$ cat src/design/swpw_pkg.sv
// ----------------------------------------------------------------------------
// swpw_pkg: shared types and constants of the single-wire frame transmitter
// Frame geometry, timer width, command codes, register map and the
// configuration and result structures.
// ----------------------------------------------------------------------------
package swpw_pkg;

  localparam int TIMER_WIDTH = 16;
  localparam int DEV_BITS    = 8;
  localparam int ADDR_BITS   = 3;
  localparam int DATA_BITS   = 8;
  localparam int FRAME_BITS  = DEV_BITS + ADDR_BITS + DATA_BITS;
  localparam int CNT_WIDTH   = $clog2(FRAME_BITS + 1);

  // Register map, byte address 4 * index.
  localparam int PADDR_WIDTH = 5;
  localparam logic [2:0] REG_SHORT  = 3'd0;
  localparam logic [2:0] REG_LONG   = 3'd1;
  localparam logic [2:0] REG_START  = 3'd2;
  localparam logic [2:0] REG_END    = 3'd3;
  localparam logic [2:0] REG_DEVICE = 3'd4;

  localparam logic [TIMER_WIDTH-1:0] TMAX = {TIMER_WIDTH{1'b1}};

  typedef enum logic [1:0] {
    OP_TICK   = 2'd0,
    OP_WRITE  = 2'd1,
    OP_ENABLE = 2'd2,
    OP_OFF    = 2'd3
  } op_e;

  typedef struct packed {
    logic [15:0]         short_ticks;
    logic [15:0]         long_ticks;
    logic [15:0]         start_ticks;
    logic [15:0]         end_ticks;
    logic [DEV_BITS-1:0] device_address;
  } cfg_t;

  typedef struct packed {
    logic ctrl_level;
    logic en_level;
    logic busy_res;
    logic rejected;
  } result_t;

  // Segment length for the timer; values beyond the timer range saturate.
  function automatic logic [TIMER_WIDTH-1:0] dur(input logic [15:0] v);
    logic [31:0] w;
    w = 32'(v);
    if (w > 32'(TMAX)) begin
      return TMAX;
    end
    return w[TIMER_WIDTH-1:0];
  endfunction

endpackage

$ cat src/design/single_wire_pulse_width_frame_tx.sv
// ----------------------------------------------------------------------------
// single_wire_pulse_width_frame_tx: single-wire pulse-width frame transmitter
// Each input transaction (tick, write frame, enable, off) updates the frame
// sequencer in one pass and yields one result transaction with the control
// line level, enable pin level, busy flag and a reject flag for a write
// issued during a frame. One transaction is taken every clock cycle while
// input ready is high, a rate set by the one-pass sequencer update. Results
// go to an output register backed by one skid entry, so a new transaction
// is still accepted while one result waits; input ready drops only when
// both entries are full. Configuration must be written through the APB-style
// port at byte address 4 * index while the block is idle; nothing enforces it.
// ----------------------------------------------------------------------------
module single_wire_pulse_width_frame_tx import swpw_pkg::*; (
  input  logic                   clk_i,
  input  logic                   rst_ni,
  input  logic                   in_valid_i,
  output logic                   in_ready_o,
  input  logic [1:0]             op_i,
  input  logic [ADDR_BITS-1:0]   reg_addr_i,
  input  logic [DATA_BITS-1:0]   write_data_i,
  output logic                   out_valid_o,
  input  logic                   out_ready_i,
  output logic                   ctrl_level_o,
  output logic                   en_level_o,
  output logic                   busy_res_o,
  output logic                   rejected_o,
  input  logic                   psel,
  input  logic                   penable,
  input  logic                   pwrite,
  input  logic [PADDR_WIDTH-1:0] paddr,
  input  logic [31:0]            pwdata,
  output logic [31:0]            prdata,
  output logic                   pready
);

  cfg_t    cfg;
  result_t res;
  result_t out_q, out_d, skid_q, skid_d;
  logic    out_valid_q, out_valid_d, skid_valid_q, skid_valid_d;
  logic    acc, take;

  swpw_regs u_regs (
    .clk_i   (clk_i),
    .rst_ni  (rst_ni),
    .psel    (psel),
    .penable (penable),
    .pwrite  (pwrite),
    .paddr   (paddr),
    .pwdata  (pwdata),
    .prdata  (prdata),
    .pready  (pready),
    .cfg_o   (cfg)
  );

  swpw_engine u_engine (
    .clk_i        (clk_i),
    .rst_ni       (rst_ni),
    .step_i       (acc),
    .op_i         (op_i),
    .reg_addr_i   (reg_addr_i),
    .write_data_i (write_data_i),
    .cfg_i        (cfg),
    .res_o        (res)
  );

  assign in_ready_o = !skid_valid_q;
  assign acc        = in_valid_i & in_ready_o;
  assign take       = out_valid_q & out_ready_i;

  always_comb begin
    out_d        = out_q;
    skid_d       = skid_q;
    out_valid_d  = out_valid_q;
    skid_valid_d = skid_valid_q;
    if (take) begin
      if (skid_valid_q) begin
        out_d        = skid_q;
        skid_valid_d = 1'b0;
      end else begin
        out_valid_d = 1'b0;
      end
    end
    // An accepted transaction implies the skid entry was empty.
    if (acc) begin
      if (!out_valid_q || take) begin
        out_d       = res;
        out_valid_d = 1'b1;
      end else begin
        skid_d       = res;
        skid_valid_d = 1'b1;
      end
    end
  end

  always_ff @(posedge clk_i or negedge rst_ni) begin
    if (!rst_ni) begin
      out_valid_q  <= 1'b0;
      skid_valid_q <= 1'b0;
    end else begin
      out_valid_q  <= out_valid_d;
      skid_valid_q <= skid_valid_d;
    end
  end

  always_ff @(posedge clk_i) begin
    out_q  <= out_d;
    skid_q <= skid_d;
  end

  assign out_valid_o  = out_valid_q;
  assign ctrl_level_o = out_q.ctrl_level;
  assign en_level_o   = out_q.en_level;
  assign busy_res_o   = out_q.busy_res;
  assign rejected_o   = out_q.rejected;

`ifndef NO_ASSERTIONS
  a_skid_behind_out: assert property (@(posedge clk_i) disable iff (!rst_ni)
    skid_valid_q |-> out_valid_q)
    else $error("skid entry holds a result while the output is empty");

  a_accept_fills: assert property (@(posedge clk_i) disable iff (!rst_ni)
    acc |=> out_valid_q)
    else $error("accepted transaction produced no result");

  a_skid_drains: assert property (@(posedge clk_i) disable iff (!rst_ni)
    (skid_valid_q && take) |=> (out_q == $past(skid_q)))
    else $error("skid entry not forwarded in order");
`endif

endmodule

$ cat src/design/swpw_regs.sv
// ----------------------------------------------------------------------------
// swpw_regs: configuration registers
// APB-style register file holding the segment durations and the device
// address. Writes complete in the access cycle; pready is tied high.
// ----------------------------------------------------------------------------
module swpw_regs import swpw_pkg::*; (
  input  logic                   clk_i,
  input  logic                   rst_ni,
  input  logic                   psel,
  input  logic                   penable,
  input  logic                   pwrite,
  input  logic [PADDR_WIDTH-1:0] paddr,
  input  logic [31:0]            pwdata,
  output logic [31:0]            prdata,
  output logic                   pready,
  output cfg_t                   cfg_o
);

  cfg_t        cfg_q, cfg_d;
  logic [2:0]  idx;
  logic        wr_en;

  assign pready = 1'b1;
  assign idx    = paddr[PADDR_WIDTH-1:2];
  assign wr_en  = psel & penable & pwrite & pready;
  assign cfg_o  = cfg_q;

  always_comb begin
    cfg_d = cfg_q;
    if (wr_en) begin
      unique case (idx)
        REG_SHORT:  cfg_d.short_ticks    = pwdata[15:0];
        REG_LONG:   cfg_d.long_ticks     = pwdata[15:0];
        REG_START:  cfg_d.start_ticks    = pwdata[15:0];
        REG_END:    cfg_d.end_ticks      = pwdata[15:0];
        REG_DEVICE: cfg_d.device_address = pwdata[DEV_BITS-1:0];
        default:    cfg_d = cfg_q;
      endcase
    end
  end

  always_comb begin
    unique case (idx)
      REG_SHORT:  prdata = 32'(cfg_q.short_ticks);
      REG_LONG:   prdata = 32'(cfg_q.long_ticks);
      REG_START:  prdata = 32'(cfg_q.start_ticks);
      REG_END:    prdata = 32'(cfg_q.end_ticks);
      REG_DEVICE: prdata = 32'(cfg_q.device_address);
      default:    prdata = 32'd0;
    endcase
  end

  always_ff @(posedge clk_i or negedge rst_ni) begin
    if (!rst_ni) begin
      cfg_q.short_ticks    <= 16'd4;
      cfg_q.long_ticks     <= 16'd16;
      cfg_q.start_ticks    <= 16'd16;
      cfg_q.end_ticks      <= 16'd512;
      cfg_q.device_address <= '0;
    end else begin
      cfg_q <= cfg_d;
    end
  end

endmodule

$ cat src/design/swpw_engine.sv
// ----------------------------------------------------------------------------
// swpw_engine: frame sequencer
// Holds the segment phase, bit counter, shift register and segment timer,
// and updates them in one pass for each accepted transaction.
// ----------------------------------------------------------------------------
module swpw_engine import swpw_pkg::*; (
  input  logic                 clk_i,
  input  logic                 rst_ni,
  input  logic                 step_i,
  input  logic [1:0]           op_i,
  input  logic [ADDR_BITS-1:0] reg_addr_i,
  input  logic [DATA_BITS-1:0] write_data_i,
  input  cfg_t                 cfg_i,
  output result_t              res_o
);

  localparam logic [2:0] PH_IDLE     = 3'd0;
  localparam logic [2:0] PH_START    = 3'd1;
  localparam logic [2:0] PH_BIT_LOW  = 3'd2;
  localparam logic [2:0] PH_BIT_HIGH = 3'd3;
  localparam logic [2:0] PH_END_LOW  = 3'd4;
  localparam logic [2:0] PH_END_HIGH = 3'd5;

  logic [2:0]             phase_q, phase_d;
  logic [CNT_WIDTH-1:0]   cnt_q, cnt_d, cnt_dec;
  logic [FRAME_BITS-1:0]  shift_q, shift_d;
  logic [TIMER_WIDTH-1:0] timer_q, timer_d;
  logic                   ctrl_q, ctrl_d;
  logic                   en_q, en_d;
  logic                   rej;

  always_comb begin
    phase_d = phase_q;
    cnt_d   = cnt_q;
    shift_d = shift_q;
    timer_d = timer_q;
    ctrl_d  = ctrl_q;
    en_d    = en_q;
    rej     = 1'b0;
    cnt_dec = (cnt_q != '0) ? cnt_q - 1'b1 : cnt_q;
    if (step_i) begin
      unique case (op_i)
        OP_TICK: begin
          if (phase_q != PH_IDLE) begin
            if (timer_q <= TIMER_WIDTH'(1)) begin
              unique case (phase_q)
                PH_START: begin
                  phase_d = PH_BIT_LOW;
                  ctrl_d  = 1'b0;
                  timer_d = dur(shift_q[FRAME_BITS-1] ? cfg_i.short_ticks
                                                      : cfg_i.long_ticks);
                end
                PH_BIT_LOW: begin
                  phase_d = PH_BIT_HIGH;
                  ctrl_d  = 1'b1;
                  timer_d = dur(shift_q[FRAME_BITS-1] ? cfg_i.long_ticks
                                                      : cfg_i.short_ticks);
                end
                PH_BIT_HIGH: begin
                  shift_d = {shift_q[FRAME_BITS-2:0], 1'b0};
                  cnt_d   = cnt_dec;
                  ctrl_d  = 1'b0;
                  if (cnt_dec != '0) begin
                    phase_d = PH_BIT_LOW;
                    timer_d = dur(shift_q[FRAME_BITS-2] ? cfg_i.short_ticks
                                                        : cfg_i.long_ticks);
                  end else begin
                    phase_d = PH_END_LOW;
                    timer_d = dur(cfg_i.short_ticks);
                  end
                end
                PH_END_LOW: begin
                  phase_d = PH_END_HIGH;
                  ctrl_d  = 1'b1;
                  timer_d = dur(cfg_i.end_ticks);
                end
                default: begin
                  phase_d = PH_IDLE;
                  timer_d = '0;
                end
              endcase
            end else begin
              timer_d = timer_q - 1'b1;
            end
          end
        end
        OP_WRITE: begin
          if (phase_q != PH_IDLE) begin
            rej = 1'b1;
          end else begin
            shift_d = {cfg_i.device_address, reg_addr_i, write_data_i};
            cnt_d   = CNT_WIDTH'(FRAME_BITS);
            phase_d = PH_START;
            ctrl_d  = 1'b1;
            timer_d = dur(cfg_i.start_ticks);
          end
        end
        OP_ENABLE: begin
          en_d = 1'b1;
        end
        OP_OFF: begin
          ctrl_d  = 1'b0;
          en_d    = 1'b0;
          phase_d = PH_IDLE;
          cnt_d   = '0;
          shift_d = '0;
          timer_d = '0;
        end
        default: begin
          phase_d = phase_q;
        end
      endcase
    end
  end

  assign res_o.ctrl_level = ctrl_d;
  assign res_o.en_level   = en_d;
  assign res_o.busy_res   = (phase_d != PH_IDLE);
  assign res_o.rejected   = rej;

  always_ff @(posedge clk_i or negedge rst_ni) begin
    if (!rst_ni) begin
      phase_q <= PH_IDLE;
      cnt_q   <= '0;
      shift_q <= '0;
      timer_q <= '0;
      ctrl_q  <= 1'b0;
      en_q    <= 1'b0;
    end else begin
      phase_q <= phase_d;
      cnt_q   <= cnt_d;
      shift_q <= shift_d;
      timer_q <= timer_d;
      ctrl_q  <= ctrl_d;
      en_q    <= en_d;
    end
  end

`ifndef NO_ASSERTIONS
  // The counter never exceeds the frame length.
  a_cnt_range: assert property (@(posedge clk_i) disable iff (!rst_ni)
    cnt_q <= CNT_WIDTH'(FRAME_BITS))
    else $error("bit counter beyond frame length");

  // The line is low during the low half of a bit and of the end marker, and high while starting.
  a_bit_low_level: assert property (@(posedge clk_i) disable iff (!rst_ni)
    (phase_q == PH_BIT_LOW || phase_q == PH_END_LOW) |-> !ctrl_q)
    else $error("control line high during a low segment");

  a_start_level: assert property (@(posedge clk_i) disable iff (!rst_ni)
    (phase_q == PH_START) |-> (ctrl_q && cnt_q == CNT_WIDTH'(FRAME_BITS)))
    else $error("start segment with wrong level or count");

  // A rejected write leaves the frame state untouched.
  a_reject_keeps: assert property (@(posedge clk_i) disable iff (!rst_ni)
    rej |=> ($stable(shift_q) && $stable(cnt_q) && phase_q != PH_IDLE))
    else $error("rejected write disturbed the frame");
`endif

endmodule
$ cat config.mk
export PLATFORM = sky130hd
export DESIGN_NAME = single_wire_pulse_width_frame_tx
export DESIGN_NICKNAME = d
export VERILOG_FILES = /design/src/design/swpw_pkg.sv /design/src/design/single_wire_pulse_width_frame_tx.sv /design/src/design/swpw_regs.sv /design/src/design/swpw_engine.sv
export SDC_FILE = /design/constraint.sdc
export NUM_CORES = 1
export LEC_CHECK = 0
export ABC_CLOCK_PERIOD_IN_PS = 2950
export BUFFER_PORTS_ARGS = -buffer_cell sky130_fd_sc_hd__buf_2
export CAP_MARGIN = 20
export CORE_MARGIN = 2
export CORE_UTILIZATION = 58
export DETAILED_ROUTE_END_ITERATION = 10
export PLACE_DENSITY = 0.77
export SYNTH_ARGS = -nofsm -noshare
export SYNTH_HDL_FRONTEND = slang
export SYNTH_SLANG_ARGS = --single-unit
$ cat constraint.sdc
create_clock -name clk_i -period 2.95 [get_ports clk_i]
set_clock_uncertainty 0.05 [all_clocks]
set_input_delay 0.4425 -clock clk_i [delete_from_list [all_inputs] [get_ports clk_i]]
set_output_delay 0.4425 -clock clk_i [all_outputs]
set_load 0.05 [all_outputs]
# == Yosys cells after proc, flatten, opt, wreduce, memory -nomap -nowiden ==
# Index checks and enable logic that the tools add are counted.
# totals
elab_cells,113
output_inout_bits,39
regBits,127
inputBits,57
# op_classes
magnitude_cmp,1
bitwise,5
n_eq_ne,15
add_sub_neg,2
n_reduce_logical,20
mux,49
# ops
op,count
$mux 16,7
$pmux 16 s5,1
$mux 19,4
$pmux 16 s4,1
$pmux 19 s3,1
$pmux 16 s3,1
$mux 5,5
$le 16x1->1 const B,1
$mux 4,4
$sub 16x1->16 const B,1
$mux 3,5
$pmux 5 s3,1
$mux 1,14
$eq 3x2->1 const B,4
$pmux 3 s4,1
$reduce_and 2->1,6
$reduce_bool 5->1,2
$pmux 3 s3,1
$reduce_bool 3->1,3
$eq 3x1->1 const B,2
$eq 3x3->1 const B,2
$reduce_and 6->1,1
$sub 5x1->5 const B,1
$and 1x1->1,4
13 further kinds,19

# == Longest topological paths before layout ==
# Gate-level depths: netlist of run 1.
# depth
word_depth,12
depth_mapped,10
ltp_nobuf,8

# == Cells and area by module ==
# A second synthesis of run 1 with hierarchy kept.
# hier_totals
hier_cells,715
area_unflattened_um2,7589.8
# modules_own_cells
module,seq_area_each_um2,area_each_um2,cells_per_inst,instances
swpw_engine,1126.1,3658.5,443,1
swpw_regs,1806.7,3530.9,237,1
single_wire_pulse_width_frame_tx,250.2,400.4,35,1

# == Worst setup path before layout of run 1 ==
# OpenSTA, ideal clock, no wires.
# synth_path
path_type,input to output
start,in paddr[3]
end,out prdata[6]
arrival_time_ps,2263
setup_slack_ps,194
path_buffers,3
required_ps,2457
stages,5
cell_sequence,clkbuf_1 buf_1 buf_1 a22oi_1 o22ai_1
# synth_between
elab_chain_cells,2
elab_cells_between_ends,6
classes_between,4 x eq/ne; 1 x mux; 1 x reduce/logical
# synth_lines
element,line_no,source
start: declaration,single_wire_pulse_width_frame_tx.sv:30,"input logic [PADDR_WIDTH-1:0] paddr,"
$eq 3x3->1 (tied with other cells),swpw_regs.sv:43,unique case (idx)
$pmux 16 s5 (*),swpw_regs.sv:43,
end: declaration,single_wire_pulse_width_frame_tx.sv:32,"output logic [31:0] prdata,"
# Mark *: on every way between the ends. The rest lies on a longest branch, timed or not.

# == Worst setup path after layout of run 1 ==
# layout_path
start,reg u_engine.cnt_q[0]
end,reg u_engine.timer_q[15]
# layout_between
elab_chain_cells,8
elab_cells_between_ends,9
classes_between,1 x add/sub; 6 x mux; 2 x reduce/logical
# layout_lines
element,line_no,source
start: declaration,swpw_engine.sv:25,"logic [CNT_WIDTH-1:0] cnt_q, cnt_d, cnt_dec;"
start signal: assignment,swpw_engine.sv:131,cnt_q <= cnt_d;
$sub 5x1->5 / $reduce_bool 5->1 (equally long branches),swpw_engine.sv:40,cnt_dec = (cnt_q != '0) ? cnt_q - 1'b1 : cnt_q;
$mux 5 (*),swpw_engine.sv:40,
$reduce_bool 5->1 (*),swpw_engine.sv:63,if (cnt_dec != '0) begin
$mux 16 (*),swpw_engine.sv:63,
$pmux 16 s4 (*),swpw_engine.sv:46,unique case (phase_q)
$mux 16 (*),swpw_engine.sv:45,if (timer_q <= TIMER_WIDTH'(1)) begin
$mux 16 (*),swpw_engine.sv:44,if (phase_q != PH_IDLE) begin
$pmux 16 s3 (*),swpw_engine.sv:42,unique case (op_i)
end signal: assignment,swpw_engine.sv:133,timer_q <= timer_d;
end: declaration,swpw_engine.sv:27,"logic [TIMER_WIDTH-1:0] timer_q, timer_d;"
# Mark *: on every way between the ends. The rest lies on a longest branch, timed or not. The select of a mux whose other input is x is not followed.
# A chain may end at the register's enable or synchronous reset.

==> results.sh, run 1 <==
export IMPL_ys_types=76
export IMPL_p_leak_nw=3.54
export IMPL_min_to="skid_valid_q"
export IMPL_routedWlPerCell_um=19.9
export IMPL_period_minus_slack_ns=2.71
export IMPL_postRouteAntennaNets=0
export IMPL_place_hpwl_um=12800
export IMPL_drt_iter0_drc=689
export IMPL_r2r_start="u_engine.cnt_q[0]"
export IMPL_async_flop_share_pct=93.7
export IMPL_cp_required_ns=3.19
export IMPL_drcViolationCount=0
export IMPL_drt_wl_total_um=18700
export IMPL_grt_met3_usage_pct=6.69
export IMPL_grt_use_met1_pct=39.3
export IMPL_synth_main_ff_cell="dfrtp_1"
export IMPL_cts_buffer_depth=2
export IMPL_rsz0062_at_grt="false"
export IMPL_root_buffer="clkbuf_16"
export IMPL_num_antenna_cells=0
export IMPL_setup_tns_ns=0
export IMPL_r2r_cells=9
export IMPL_ios=96
export IMPL_tightest_slew_ns=0.622
export IMPL_place_gp_congestion=0.930
export IMPL_grt_pass1_wl_um=30200
export IMPL_drv_slew=0
export IMPL_die_height_um=115
export IMPL_core_area_um2=12100
export IMPL_cts_buffers=17
export IMPL_vias=6043
export IMPL_yosys_area_top_type="dfrtp_1"
export IMPL_fmax_mhz=370
export IMPL_cts_sinks=127
export IMPL_critical_path_class="reg -> reg"
export IMPL_synth_seq_area_share_pct=44.3
export IMPL_tritoncts="built"
export IMPL_fin_nets=822
export IMPL_cp_data_arrival_time_ns=2.95
export IMPL_cts_setup_buffers=0
export IMPL_netlist_area_um2=7190
export IMPL_antenna_found_initial=0
export IMPL_syn_to_final_growth_pct=14.8
export IMPL_portBuffers=60
export IMPL_avgSynthCellArea_um2=10.3
export IMPL_dieArea_um2=13300
export IMPL_synth_cells=701
export IMPL_clk_latency_ns=0.42
export IMPL_grt_overflow=0
export IMPL_use_met2_pct=47.4
export IMPL_ys_seq_elements=127
export IMPL_clk_pin_slew_ns=0.06
export IMPL_hold_viol_final=0
export IMPL_initial_core_util_pct=59.6
export IMPL_peakVddDrop_mv=0.528
export IMPL_min_path_type="in -> reg"
export IMPL_drive_gt1_share_pct=30.5
export IMPL_dr_pass1_iters=8
export IMPL_grt_pass1_vias=5925
export IMPL_synth_area_leaders="dfrtp_1 (40%), mux2_2 (13%), nor2_1 (3.5%)"
export IMPL_grt_max_degree=84
export IMPL_via_per_inst=6.41
export IMPL_h_tree_depth=4
export IMPL_grt_usage_pct=29.5
export IMPL_holdPathStages=2
export IMPL_maxSlewHeadroom_pct=58.4
export IMPL_max_cap_viol_count=0
export IMPL_outcome="completed"
export IMPL_die_w_um=115
export IMPL_postLayoutCoreUtil_pct=68.5
export IMPL_min_from="out_ready_i"
export IMPL_worst_path_max_fanout=14
export IMPL_crit_path_start_kind="flop"
export IMPL_yosysTopAreaCellShare_pct=40.0
export IMPL_synth_edf_count=4
export IMPL_r2r_slack_ns=0.24
export IMPL_yosys_warnings=0
export IMPL_endpoint_kind="flop"
export IMPL_powerDensity_nw_per_um2=901
export IMPL_rows=40
export IMPL_finalCritPeriodShare_pct=91.7
export IMPL_grt_busiest_layer="met2"
export IMPL_setup_viol=0
export IMPL_r2r_end="u_engine.timer_q[15]"
cell usage in the layout (no fill, tap or decap), types with 6 or more instances in the layout:
| master | instances |
|---|---|
| a21oi_1 | 22 |
| a221oi_1 | 23 |
| a222oi_1 | 9 |
| a22oi_1 | 19 |
| buf_2 | 59 |
| buf_4 | 27 |
| clkbuf_16 | 17 |
| conb_1 | 17 |
| dfrtp_1 | 115 |
| inv_1 | 17 |
| mux2_2 | 84 |
| mux2i_1 | 7 |
| mux4_2 | 8 |
| nand2_1 | 57 |
| nand3_1 | 16 |
| nor2_1 | 67 |
| nor2b_1 | 14 |
| nor3_1 | 13 |
| o211ai_1 | 7 |
| o21ai_0 | 31 |
| o21ai_1 | 8 |
| o22ai_1 | 14 |
| or3_1 | 6 |
kinds of logic (layout without fill, tap and decap cells):
logic type      count (synthesis)  in the layout  share of synthesized area, %
flops                         127            127                          44.3
other cells                     2             17                         0.104
compound gates                172            172                          17.4
simple gates                  214            214                          15.2
fa+ha+maj                       3              3                         0.522
xor+xnor                        5              5                         0.609
buf+inv                        79            138                          5.32
mux                            99             99                          16.6
through the flow:
step | instances | power (W) | hold WS (ns) | setup slack, ns | instance area, um2
floorplan | 716 | 0.00478 | 0.0969 | 0.194 | 7250
global placement | 910 | 0.00533 | 0.380 | 0.375 | 7700
detailed placement | 910 | 0.00547 | 0.384 | 0.174 | 7700
CTS | 943 | 0.00742 | 0.164 | 0.128 | 8250
global route | 943 | 0.00787 | 0.190 | 0.156 | 8260
finish | 943 | 0.00744 | 0.178 | 0.244 | 8260
worst max-delay path, cell delays in order, from the launching register on:
cell and delay, ns:
dfrtp_1 0.44, inv_1 0.09, ha_1 0.24, nor4b_4 0.30, mux2i_1 0.24, o21bai_2 0.29, o22ai_2 0.09, buf_4 0.23
a222oi_1 0.47, o21ai_1 0.13
Yosys cell counts, types with 8 or more instances:
library cell,instances
dfrtp_1,115
mux2_2,84
nor2_1,67
nand2_1,57
o21ai_0,31
clkbuf_1,28
a221oi_1,23
a21oi_1,22
a22oi_1,19
buf_4,19
inv_1,17
nand3_1,16
nor2b_1,15
o22ai_1,14
nor3_1,13
buf_2,12
a222oi_1,9
mux4_2,8
o21ai_1,8
worst max-delay path by stage:
stage,depth (start not counted),start,slack [ns],endpoint
finish,9,u_engine.cnt_q[0],0.24,u_engine.timer_q[15]
global route,9,u_engine.cnt_q[0],0.16,u_engine.timer_q[15]
CTS,7,u_engine.timer_q[0],0.13,u_engine.cnt_q[3]
detailed placement,7,u_engine.timer_q[0],0.17,u_engine.cnt_q[3]
global placement,9,u_engine.cnt_q[0],0.38,u_engine.timer_q[15]
floorplan,5,paddr[3],0.19,prdata[6]
where the power goes:
| group | internal, W | switching (W) |
|---|---|---|
| sequential | 0.00229 | 0.000575 |
| combinational | 0.00104 | 0.00160 |
| clock | 0.00118 | 0.000741 |
| total | 0.00452 | 0.00292 |
layer usage:
metal | wire length [um] | share of wire, % | vias up
met3 | 1360 | 7.3 | 42
met2 | 8970 | 48 | 290
met1 | 7900 | 42 | 2989
met4 | 507 | 2.7 | 0
li1 | - | - | 2722
met5 | 0 | 0 | -
registers in the layout, indices dropped and copies added, names as in the netlist:
signal / flops
u_engine.en_q: 1
rejected_o: 1
u_engine.phase_q: 3
ctrl_level_o: 1
en_level_o: 1
u_regs.cfg_o: 72
skid_q: 4
u_engine.timer_q: 16
u_engine.cnt_q: 5
out_valid_o: 1
u_engine.shift_q: 19
skid_valid_q: 1
u_engine.ctrl_q: 1
busy_res_o: 1
final cells by class:
type	instances	area [um2]
fillers	929	3800
inverters	17	63.8
repair buffers	89	548
multi-input cells	510	3710
clock buffers	27	513
well taps	168	210
clock inverters	5	31.3
flip-flops and latches	127	3180
timing repair:
item,4_1_cts,5_1_grt
resized for setup,0,1
endpoints found under the hold margin,35,0
endpoints found under the setup margin,0,5
hold buffers,1,0
Note: power is estimated with default switching activity, not from simulation.
==> run 2: changes to the inputs <==
ABC_AREA = 1   (was default)
CORE_UTILIZATION = 59   (was 58)
PLACE_DENSITY = 0.78   (was 0.77)
==> run 2 against run 1 <==
Compared with the run above: design area rose by 3.1%; via count rose by 16%; die area rose by 2.1%; combinational power rose by 9.4%; non-clock buffer count fell by 10; global-route usage rose by 1.4 points; area after synthesis rose by 3.9%; sequential power fell by 2%; maximum frequency rose by 12%; synthesized cell count rose by 43%; sequential share of layout area fell by 1.2 points; register-to-register slack improved by 0.29 ns; highest routed layer unchanged.
==> results.sh, run 2 <==
export IMPL_cp_data_arrival_time_ns=2.71
export IMPL_max_cap_viol_count=0
export IMPL_grt_pass1_vias=6323
export IMPL_portBuffers=60
export IMPL_drt_wl_total_um=19900
export IMPL_via_per_inst=5.67
export IMPL_p_leak_nw=4.33
export IMPL_initial_core_util_pct=59.7
export IMPL_largest_reg_flops=72
export IMPL_synth_seq_area_share_pct=42.6
export IMPL_synth_cells=1003
export IMPL_finalCritPeriodShare_pct=82.0
export IMPL_cts_repair_resized=0
export IMPL_synth_area_leaders="dfrtp_1 (38%), nand2_1 (17%), o21ai_0 (7.7%)"
export IMPL_postRouteAntennaNets=0
export IMPL_avgSynthCellArea_um2=7.45
export IMPL_r2r_cells=14
export IMPL_dr_pass1_iters=5
export IMPL_final_cell_mix="nand2_1 (337), o21ai_0 (115), dfrtp_1 (115)"
export IMPL_dieArea_um2=13600
export IMPL_ys_seq_elements=127
export IMPL_grt_overflow=0
export IMPL_synthTopCellsByCount="nand2_1 (337), dfrtp_1 (115), o21ai_0 (115)"
export IMPL_rows=41
export IMPL_synth_edf_count=4
export IMPL_critical_path_class="reg -> reg"
export IMPL_maxSlewHeadroom_pct=39.4
export IMPL_max_stage_delay_ns=0.37
export IMPL_path_common_cell="nand2_1"
export IMPL_drive_gt1_share_pct=15.2
export IMPL_path_cells="inv_1 > ha_1 > nand3_4 > nand2_2 > nand2_2 > nor2_8 > nand2_4 > nand2_1 > nand3_1 > nand2_1 > nand2_1 > nand2_1 > nand2_1 > a21boi_1"
export IMPL_vias=7036
export IMPL_fillCellCount=1059
export IMPL_multiInputGateArea_um2=3660
export IMPL_setup_tns_ns=0
export IMPL_fmax_mhz=413
export IMPL_crit_start="u_engine.cnt_q[0]"
export IMPL_place_hpwl_um=12900
export IMPL_synth_main_ff_cell="dfrtp_1"
export IMPL_routedWlPerCell_um=16.1
export IMPL_r2r_slack_ns=0.53
export IMPL_grt_usage_pct=30.9
export IMPL_clk_latency_ns=0.43
export IMPL_syn_to_final_growth_pct=13.9
export IMPL_h_tree_depth=4
export IMPL_period_minus_slack_ns=2.42
export IMPL_final_common_cell="nand2_1"
export IMPL_hold_viol_final=0
export IMPL_yosysTopAreaCellShare_pct=38.5
export IMPL_setup_ws_ns=0.531
export IMPL_ios=96
export IMPL_tightest_slew_ns=0.909
export IMPL_crit_path_start_kind="flop"
export IMPL_cp_required_ns=3.24
export IMPL_place_gp_congestion=0.844
export IMPL_slowest_stage="dfrtp_1"
export IMPL_endpoint_kind="flop"
export IMPL_clk_pin_slew_ns=0.06
export IMPL_grt_max_degree=73
export IMPL_min_path_type="in -> reg"
export IMPL_root_buffer="clkbuf_16"
export IMPL_cts_buffer_depth=2
export IMPL_fin_nets=1116
export IMPL_drv_slew=0
export IMPL_netlist_area_um2=7480
export IMPL_drt_iter0_drc=675
export IMPL_setup_viol=0
export IMPL_r2r_end="u_engine.timer_q[6]"
export IMPL_worst_path_max_fanout=19
export IMPL_dp_slack_ns=0.617
export IMPL_peakVddDrop_mv=0.502
export IMPL_yosys_area_top_type="dfrtp_1"
export IMPL_powerDensity_nw_per_um2=941
export IMPL_core_area_um2=12500
export IMPL_num_antenna_cells=0
export IMPL_cts_sinks=127
export IMPL_die_height_um=117
export IMPL_r2r_start="u_engine.cnt_q[0]"
export IMPL_cts_buffers=17
export IMPL_regArea_um2=3180
export IMPL_die_w_um=117
export IMPL_antenna_found_initial=0
export IMPL_async_flop_share_pct=93.7
export IMPL_rsz0062_at_grt="false"
export IMPL_ys_types=51
export IMPL_cts_setup_buffers=0
export IMPL_outcome="completed"
export IMPL_critPathCapture="u_engine.timer_q[6]"
export IMPL_yosys_warnings=0
export IMPL_drcViolationCount=0
export IMPL_tritoncts="built"
export IMPL_grt_pass1_wl_um=32100
export IMPL_post_synth_top_count_cell="nand2_1"
[run 2: logic make-up (layout without fill, tap and decap cells)]
group / after synthesis / count (layout) / share of synthesized area [%]
fa+ha+maj: 3 / 3 / 0.502
other cells: 2 / 17 / 0.100
flops: 127 / 127 / 42.6
mux: 6 / 6 / 0.904
buf+inv: 152 / 203 / 9.26
simple gates: 463 / 463 / 26.7
compound gates: 238 / 238 / 18.6
xor+xnor: 12 / 12 / 1.41
[run 2: how the worst min path moves through the flow]
stage | start | depth (start not counted) | endpoint | slack, ns
final | write_data_i[0] | 3 | u_engine.shift_q[0] | 0.25
after detailed placement | rst_ni | 1 | u_engine.shift_q[5] | 0.42
after global placement | u_engine.shift_q[8] | 1 | u_engine.shift_q[8] | 0.41
after CTS | write_data_i[0] | 3 | u_engine.shift_q[0] | 0.25
after floorplan | rst_ni | 0 | out_valid_o | 0.1
after global routing | pwdata[8] | 3 | u_regs.cfg_o[32] | 0.28
[run 2: what timing repair did]
item / CTS / global route
endpoints found under the setup margin: 0 / 0
hold buffers: 1 / 0
hold endpoints to repair: 38 / 0
[run 2: worst max-delay path: cells and delay by family, from the launching register on]
| family | cells | cell delay (ns) |
|---|---|---|
| and+or+nand+nor | 11 | 1.28 |
| buffers and inverters | 1 | 0.14 |
| AOI/OAI and AO/OA | 1 | 0.16 |
| adders and majority gates | 1 | 0.31 |
| DFF | 1 | 0.37 |
[run 2: cell type report]
type / count / share of cell area [%]
inverters: 92 / 4.08
repair buffers: 79 / 5.41
clock buffers: 23 / 5.86
clock inverters: 9 / 1.79
multi-input cells: 739 / 42.9
flip-flops and latches: 127 / 37.4
well taps: 172 / 2.53
[run 2: per-stage QoR]
stage               std cells  utilization [%]  hold slack [ns]  area, um2  power, W
floorplan                1018                -           0.0969       7530   0.00500
global placement         1208             62.7            0.411       7850   0.00557
detailed placement       1208             62.7            0.416       7850   0.00564
CTS                      1241             68.0            0.246       8520   0.00799
global route             1241             68.0            0.285       8520   0.00851
finish                   1241             68.0            0.250       8520   0.00801
[run 2: routing by layer]
metal	wire, um	global-route usage, %	vias up
li1	-	-	3369
met1	8580	41.4	3277
met2	9260	47.8	345
met3	1650	8.51	45
met4	463	12.5	0
met5	0	0	-
[run 2: where the power goes]
part	internal, W	switching (W)
clock	0.00153	0.000773
sequential	0.00229	0.000522
combinational	0.000976	0.00192
total	0.00480	0.00321
